## src/hw/rtl/ple_pkg.sv

```systemverilog
// Package for the positional list engine.
// Holds operation and status codes and the command struct passed from control to the cells.
// No dependencies.
`default_nettype none
package ple_pkg;

  localparam int unsigned OpWidth     = 3;
  localparam int unsigned PosWidth    = 5;
  localparam int unsigned StatusWidth = 2;
  localparam int unsigned CountWidth  = 5;
  localparam int unsigned InValWidth  = 32;

  typedef enum logic [OpWidth-1:0] {
    OP_INS_FRONT = 3'd0,
    OP_INS_BACK  = 3'd1,
    OP_INS_POS   = 3'd2,
    OP_DEL_FRONT = 3'd3,
    OP_DEL_BACK  = 3'd4,
    OP_DEL_POS   = 3'd5
  } ple_op_e;

  typedef enum logic [StatusWidth-1:0] {
    ST_DONE   = 2'd0,
    ST_BADPOS = 2'd1,
    ST_FULL   = 2'd2,
    ST_EMPTY  = 2'd3
  } ple_status_e;

  // One shift command for the whole row of cells.
  typedef struct packed {
    logic ins;
    logic del;
  } ple_cmd_t;

endpackage
`default_nettype wire

```

## src/hw/rtl/ple_cell.sv

```systemverilog
// One storage cell of the list row.
// Takes the new value, its left or its right neighbour's value, or holds. Uses ple_pkg.
`default_nettype none
module ple_cell
  import ple_pkg::*;
#(
  parameter int unsigned W = 32
) (
  input  wire logic         clk_i,
  input  wire ple_cmd_t     cmd_i,
  input  wire logic         hit_i,
  input  wire logic         past_i,
  input  wire logic [W-1:0] new_i,
  input  wire logic [W-1:0] left_i,
  input  wire logic [W-1:0] right_i,
  output logic      [W-1:0] data_o
);

  logic [W-1:0] data_q, data_d;

  always_comb begin
    data_d = data_q;
    if (cmd_i.ins) begin
      if (hit_i) begin
        data_d = new_i;
      end else if (past_i) begin
        data_d = left_i;
      end
    end else if (cmd_i.del) begin
      // The removed slot and every slot behind it close the gap.
      if (hit_i || past_i) begin
        data_d = right_i;
      end
    end
  end

  always_ff @(posedge clk_i) begin
    data_q <= data_d;
  end

  assign data_o = data_q;

endmodule
`default_nettype wire

```

## src/hw/rtl/ple_ctrl.sv

```systemverilog
// Operation decode for the positional list engine.
// Checks position, fullness and emptiness and yields the shift command. Uses ple_pkg.
`default_nettype none
module ple_ctrl
  import ple_pkg::*;
#(
  parameter int unsigned DEPTH = 16
) (
  input  wire logic [OpWidth-1:0]             op_i,
  input  wire logic [PosWidth-1:0]            pos_i,
  input  wire logic [$clog2(DEPTH+1)-1:0]     occ_i,
  output ple_status_e                         status_o,
  output ple_cmd_t                            cmd_o,
  output logic      [$clog2(DEPTH)-1:0]       idx_o,
  output logic      [$clog2(DEPTH+1)-1:0]     occ_next_o
);

  localparam int unsigned CW   = $clog2(DEPTH+1);
  localparam int unsigned IW   = $clog2(DEPTH);
  localparam int unsigned CMPW = ((CW > PosWidth) ? CW : PosWidth) + 1;

  logic [CMPW-1:0] pos_w, occ_w;
  logic            full, empty;

  assign pos_w = CMPW'(pos_i);
  assign occ_w = CMPW'(occ_i);
  assign full  = (occ_i == CW'(DEPTH));
  assign empty = (occ_i == '0);

  always_comb begin
    status_o = ST_DONE;
    cmd_o    = '0;
    idx_o    = '0;
    case (op_i)
      OP_INS_FRONT: begin
        if (full) begin
          status_o = ST_FULL;
        end else begin
          cmd_o.ins = 1'b1;
        end
      end
      OP_INS_BACK: begin
        if (full) begin
          status_o = ST_FULL;
        end else begin
          cmd_o.ins = 1'b1;
          idx_o     = IW'(occ_i);
        end
      end
      OP_INS_POS: begin
        if (pos_w == '0 || pos_w > occ_w + CMPW'(1)) begin
          status_o = ST_BADPOS;
        end else if (full) begin
          status_o = ST_FULL;
        end else begin
          cmd_o.ins = 1'b1;
          idx_o     = IW'(pos_w - CMPW'(1));
        end
      end
      OP_DEL_FRONT: begin
        if (empty) begin
          status_o = ST_EMPTY;
        end else begin
          cmd_o.del = 1'b1;
        end
      end
      OP_DEL_BACK: begin
        if (empty) begin
          status_o = ST_EMPTY;
        end else begin
          cmd_o.del = 1'b1;
          idx_o     = IW'(occ_i - CW'(1));
        end
      end
      OP_DEL_POS: begin
        if (pos_w == '0 || pos_w > occ_w) begin
          status_o = ST_BADPOS;
        end else begin
          cmd_o.del = 1'b1;
          idx_o     = IW'(pos_w - CMPW'(1));
        end
      end
      default: begin
        // Unused codes leave the list alone and report done.
        status_o = ST_DONE;
      end
    endcase
  end

  always_comb begin
    occ_next_o = occ_i;
    if (cmd_o.ins) begin
      occ_next_o = occ_i + CW'(1);
    end else if (cmd_o.del) begin
      occ_next_o = occ_i - CW'(1);
    end
  end

endmodule
`default_nettype wire

```

## src/hw/rtl/positional_list_engine.sv

```systemverilog
// Positional list engine: a row of DEPTH cells that shift together on insert or delete.
// Results are registered: a beat accepted at a clock edge has its result in the output register from that edge on.
// Throughput: one beat per cycle while each result is taken; every cell moves in the same cycle as the decode.
// The input stalls only while a result sits in the output register and is not being taken.
// Reset clears the occupancy and the output valid flag; cell contents are not reset.
// Depends on ple_pkg, ple_ctrl and ple_cell.
`default_nettype none
module positional_list_engine
  import ple_pkg::*;
#(
  parameter int unsigned DEPTH       = 16,
  parameter int unsigned VALUE_WIDTH = 32
) (
  input  wire logic                   clk_i,
  input  wire logic                   rst_ni,
  input  wire logic                   in_valid_i,
  output logic                        in_ready_o,
  input  wire logic [OpWidth-1:0]     operation_i,
  input  wire logic [PosWidth-1:0]    position_i,
  input  wire logic [InValWidth-1:0]  value_i,
  output logic                        out_valid_o,
  input  wire logic                   out_ready_i,
  output logic      [StatusWidth-1:0] status_o,
  output logic      [CountWidth-1:0]  element_count_o
);

  localparam int unsigned CW = $clog2(DEPTH+1);
  localparam int unsigned IW = $clog2(DEPTH);

  logic [CW-1:0]           occ_q, occ_d, occ_next;
  logic                    out_valid_q, out_valid_d;
  logic [StatusWidth-1:0]  status_q, status_d;
  logic [CountWidth-1:0]   count_q, count_d;
  logic                    accept;
  ple_status_e             status;
  ple_cmd_t                cmd, cmd_gated;
  logic [IW-1:0]           idx;
  logic [63:0]             value_ext;
  logic [VALUE_WIDTH-1:0]  new_val;
  logic [VALUE_WIDTH-1:0]  cell_q [DEPTH];

  assign in_ready_o = !out_valid_q || out_ready_i;
  assign accept     = in_valid_i && in_ready_o;

  assign value_ext = {32'b0, value_i};
  assign new_val   = value_ext[VALUE_WIDTH-1:0];

  ple_ctrl #(
    .DEPTH(DEPTH)
  ) u_ctrl (
    .op_i      (operation_i),
    .pos_i     (position_i),
    .occ_i     (occ_q),
    .status_o  (status),
    .cmd_o     (cmd),
    .idx_o     (idx),
    .occ_next_o(occ_next)
  );

  // The row only moves on an accepted beat.
  assign cmd_gated.ins = cmd.ins && accept;
  assign cmd_gated.del = cmd.del && accept;

  for (genvar i = 0; i < DEPTH; i++) begin : g_cell
    logic [VALUE_WIDTH-1:0] left, right;
    if (i == 0) begin : g_first
      assign left = new_val;
    end else begin : g_mid
      assign left = cell_q[i-1];
    end
    if (i == DEPTH - 1) begin : g_last
      assign right = cell_q[i];
    end else begin : g_inner
      assign right = cell_q[i+1];
    end
    ple_cell #(
      .W(VALUE_WIDTH)
    ) u_cell (
      .clk_i  (clk_i),
      .cmd_i  (cmd_gated),
      .hit_i  (idx == IW'(i)),
      .past_i (IW'(i) > idx),
      .new_i  (new_val),
      .left_i (left),
      .right_i(right),
      .data_o (cell_q[i])
    );
  end

  always_comb begin
    occ_d       = occ_q;
    out_valid_d = out_valid_q;
    status_d    = status_q;
    count_d     = count_q;
    if (out_valid_q && out_ready_i) begin
      out_valid_d = 1'b0;
    end
    if (accept) begin
      occ_d       = occ_next;
      out_valid_d = 1'b1;
      status_d    = status;
      count_d     = CountWidth'(occ_next);
    end
  end

  always_ff @(posedge clk_i or negedge rst_ni) begin
    if (!rst_ni) begin
      occ_q       <= '0;
      out_valid_q <= 1'b0;
    end else begin
      occ_q       <= occ_d;
      out_valid_q <= out_valid_d;
    end
  end

  always_ff @(posedge clk_i) begin
    status_q <= status_d;
    count_q  <= count_d;
  end

  assign out_valid_o     = out_valid_q;
  assign status_o        = status_q;
  assign element_count_o = count_q;

  a_occ_bound: assert property (@(posedge clk_i) disable iff (!rst_ni)
    occ_q <= CW'(DEPTH))
    else $error("occupancy exceeds depth");

  a_ins_grows: assert property (@(posedge clk_i) disable iff (!rst_ni)
    accept && cmd.ins |=> occ_q == $past(occ_q) + CW'(1))
    else $error("insert did not grow the list");

  a_count_match: assert property (@(posedge clk_i) disable iff (!rst_ni)
    accept |=> element_count_o == CountWidth'(occ_q))
    else $error("reported count differs from occupancy");

  a_full_status: assert property (@(posedge clk_i) disable iff (!rst_ni)
    accept && status == ST_FULL |=> occ_q == CW'(DEPTH))
    else $error("full reported while list not full");

endmodule
`default_nettype wire

```

## config.mk

```make
export PLATFORM = sky130hd
export DESIGN_NAME = positional_list_engine
export DESIGN_NICKNAME = d
export VERILOG_FILES = /design/src/hw/rtl/ple_pkg.sv /design/src/hw/rtl/ple_cell.sv /design/src/hw/rtl/ple_ctrl.sv /design/src/hw/rtl/positional_list_engine.sv
export SDC_FILE = /design/constraint.sdc
export NUM_CORES = 1
export LEC_CHECK = 0
export ABC_AREA = 1
export ABC_CLOCK_PERIOD_IN_PS = 2000
export BUFFER_PORTS_ARGS = -buffer_cell sky130_fd_sc_hd__buf_4
export CORE_MARGIN = 1.5
export CORE_UTILIZATION = 42
export DETAILED_ROUTE_END_ITERATION = 6
export PLACE_DENSITY_LB_ADDON = 0.12
export SYNTH_ARGS = -nofsm -noshare
export SYNTH_HDL_FRONTEND = slang
export SYNTH_SLANG_ARGS = --single-unit
```

## constraint.sdc

```tcl
create_clock -name clk_i -period 2 [get_ports clk_i]
set_input_delay 0.2 -clock clk_i [delete_from_list [all_inputs] [get_ports clk_i]]
set_output_delay 0.2 -clock clk_i [all_outputs]
set_load 0.005 [all_outputs]
```

==> results.py <==
metrics = {
    "layout": {
        "final_nets": 261,
        "final_cell_area_mm2": 0.00169,
        "syn_to_final_growth_pct": 45.2,
        "final_cell_mix": "48 x nand2_1, 42 x buf_4, 21 x inv_1, 12 x nand3_1",
        "drive_gt1_share_pct": 43.6,
        "final_common_cell": "nand2_1",
        "diodes": 0,
        "postLayoutCoreUtil_pct": 66.5,
        "layout.cells.non_filler": 234,
    },
    "synthesis": {
        "synth_warnings": 0,
        "synth_area_mm2": 0.00116,
        "ys_types": 23,
        "ys_seq_area_share_pct": 30.9,
        "postSynthAreaPerCell_um2": 7.42,
        "syn-num-nets": 213,
        "synth-seq-cells": 13,
        "synthCells": 157,
    },
    "sta": {
        "final-hold-violation-count": 0,
        "max-slew-margin-rel_pct": 70.4,
        "period_share_pct": 113,
        "rsz0062_at_grt": "yes",
        "max_freq_ghz": 0.444,
        "whs_ns": 0.201,
        "finalSetupViolCount": 12,
        "fin_ws_ns": -0.252,
        "fin_setup_tns_ns": -2.46,
        "maxSlewViolCount": 0,
        "finClkSkew_ns": 0.000830,
        "max_slew.worst_pin.slew_ns": 0.443,
        "final.min_clock_period_ns": 2.25,
    },
    "status": {
        "violations": "negative setup slack",
        "run_status": "complete, but fails checks",
    },
    "floorplanning": {
        "core_area_mm2": 0.00254,
        "fp.dieW_um": 55.7,
        "ios": 53,
        "rows": 18,
        "start_util_pct": 45.8,
        "die_area_mm2": 0.00310,
        "fp.dieH_um": 55.7,
    },
    "drt": {
        "drc": 0,
        "firstDrtPassIters": 4,
        "ant_nets": 0,
        "drtIter0Drc": 30,
        "wl_per_cell_um": 11.9,
        "route.met2.wl_mm": 1.45,
        "met3_length_um": 119,
        "routed-via-count": 1150,
        "top_layer": "met3",
        "wirelength_mm": 2.79,
        "drt-vias-per-instance": 4.91,
        "wl_met1_mm": 1.22,
    },
    "clock_tree": {
        "cts.htree.levels": 1,
        "clock_sinks": 13,
        "cts_buffer_depth": 2,
        "cts_tree": "built",
        "clk_pin_slew_worst_paths_ns": 0.08,
        "cts_buffers": 3,
        "cts-root-buf": "clkbuf_4",
        "clock_latency_ns": 0.27,
    },
    "placed_design": {
        "port_buffers": 20,
        "hpwlAfterDp_mm": 2.23,
        "dp.cells": 225,
        "place_worst_setup_slack_ns": -0.305,
        "post_dp_cell_area_mm2": 0.00154,
        "place.gp.congestion": 0.859,
    },
    "global_route": {
        "overflow": 0,
        "grt_pass1_vias": 1102,
        "grt_pass1_wl_mm": 4.77,
        "grt_antenna_before_repair": 0,
        "gr-usage-all-layers_pct": 19.3,
        "grt_max_degree": 13,
    },
    "power_and_ir_drop": {
        "p_int_mw": 1.32,
        "p_sw_share_pct": 42.6,
        "p_seq_share_pct": 21.8,
        "clkPwrFrac_pct": 7.0,
        "max-vdd-ir-drop_uv": 955,
        "leakage_nw": 0.856,
        "power_density_mw_per_mm2": 1360,
        "switchingPower_mw": 0.979,
        "pwr-share-comb_pct": 71.2,
        "total_power_mw": 2.30,
    },
    "worst_setup_path": {
        "cp-end-kind": "register",
        "start_kind": "register",
        "cp.required_ns": 2.04,
        "critPathArrivalTime_ns": 2.29,
        "cp_max_fo": 7,
        "path_class": "register to register",
    },
    "min_path": {
        "hp-class": "input port to register",
    },
    "flow_run": {
        "max-cap-violations": 0,
    },
}
-- synth_stat cells --
master | instances | share of area [%]
a21bo_2 | 1 | 0.86
o21ai_2 | 2 | 1.5
buf_6 | 1 | 0.97
xnor2_1 | 1 | 0.75
inv_1 | 24 | 7.7
nand3_2 | 1 | 0.86
nand2_1 | 50 | 16
dfrtp_1 | 6 | 13
nor3_2 | 3 | 2.6
nor2_1 | 4 | 1.3
a21oi_1 | 3 | 1.3
nand2_2 | 4 | 2.1
inv_2 | 3 | 0.97
ha_1 | 12 | 13
nor3_1 | 1 | 0.43
nand2_4 | 2 | 1.9
and2_1 | 4 | 2.1
o21ai_0 | 1 | 0.43
edfxtp_1 | 7 | 18
xor2_1 | 4 | 3.0
nor2_2 | 2 | 1.1
nand3_1 | 20 | 8.6
nand3_4 | 1 | 1.5
-- metal layers --
metal	up-vias	GRT usage, %
met2	20	35.2
met1	540	23.7
li1	590	-
met5	-	0
met4	0	1.05
met3	0	5.12
-- power groups by stage --
stage / Sequential, mW / Clock (mW) / Combinational (mW)
5_1_grt: 0.511 / 0.185 / 1.83
3_3_place_gp: 0.497 / 0 / 1.36
3_5_place_dp: 0.503 / 0 / 1.39
6_report: 0.501 / 0.160 / 1.64
4_1_cts: 0.509 / 0.168 / 1.51
2_1_floorplan: 0.491 / 0 / 0.838
-- repair_timing --
| item | 4_1_cts | 5_1_grt |
|---|---|---|
| endpoints found under the setup margin | 12 | 12 |
| pin swaps | 8 | 4 |
| buffers inserted | 2 | 3 |
| resized for setup | 10 | 6 |
| hold buffers | 1 | 0 |
| hold endpoints to repair | 6 | 0 |
-- layout make-up --
class	count	area, µm²
multi-input cells	116	826
fillers	215	853
flip-flops and latches	13	364
clock buffers	4	26.3
repair buffers	44	337
inverters	27	101
well taps	30	37.5
-- registers in the layout, indices dropped and copies added (netlist names) --
register	flops
element_count_o	5
occ_q	5
status_o	2
out_valid_o	1
-- critical path, cell delays in order (launching register included) --
cell,delay [ns]
dfrtp_2,0.46
ha_4,0.20
nand3_2,0.07
xor2_1,0.17
inv_1,0.10
ha_4,0.28
nand3_2,0.06
o21ai_2,0.12
inv_2,0.04
nand2_2,0.06
nand3_2,0.08
nand2_4,0.13
nand3_2,0.09
and2_4,0.14
-- final timing paths --
path	startpoint	cells after the start	slack (ns)	endpoint
max in group asynchronous	rst_ni	2	1.62	occ_q[2]
max reg2reg	occ_q[1]	13	-0.25	element_count_o[4]
min in group asynchronous	rst_ni	2	0.26	occ_q[0]
max	occ_q[1]	13	-0.25	element_count_o[4]
min	out_ready_i	4	0.20	out_valid_o
min reg2reg	out_valid_o	2	0.53	out_valid_o
-- logic make-up (layout without fill, tap and decap cells) --
| group | after synthesis | after routing | synth area share [%] |
|---|---|---|---|
| xor gates and xnor gates | 5 | 5 | 3.76 |
| adders and majority gates | 12 | 12 | 12.9 |
| buffers and inverters | 28 | 75 | 9.67 |
| DFF | 13 | 13 | 30.9 |
| and+or+nand+nor | 92 | 92 | 38.7 |
| AOI/OAI and AO/OA | 7 | 7 | 4.08 |
Note: power is estimated with default switching activity, not from simulation.
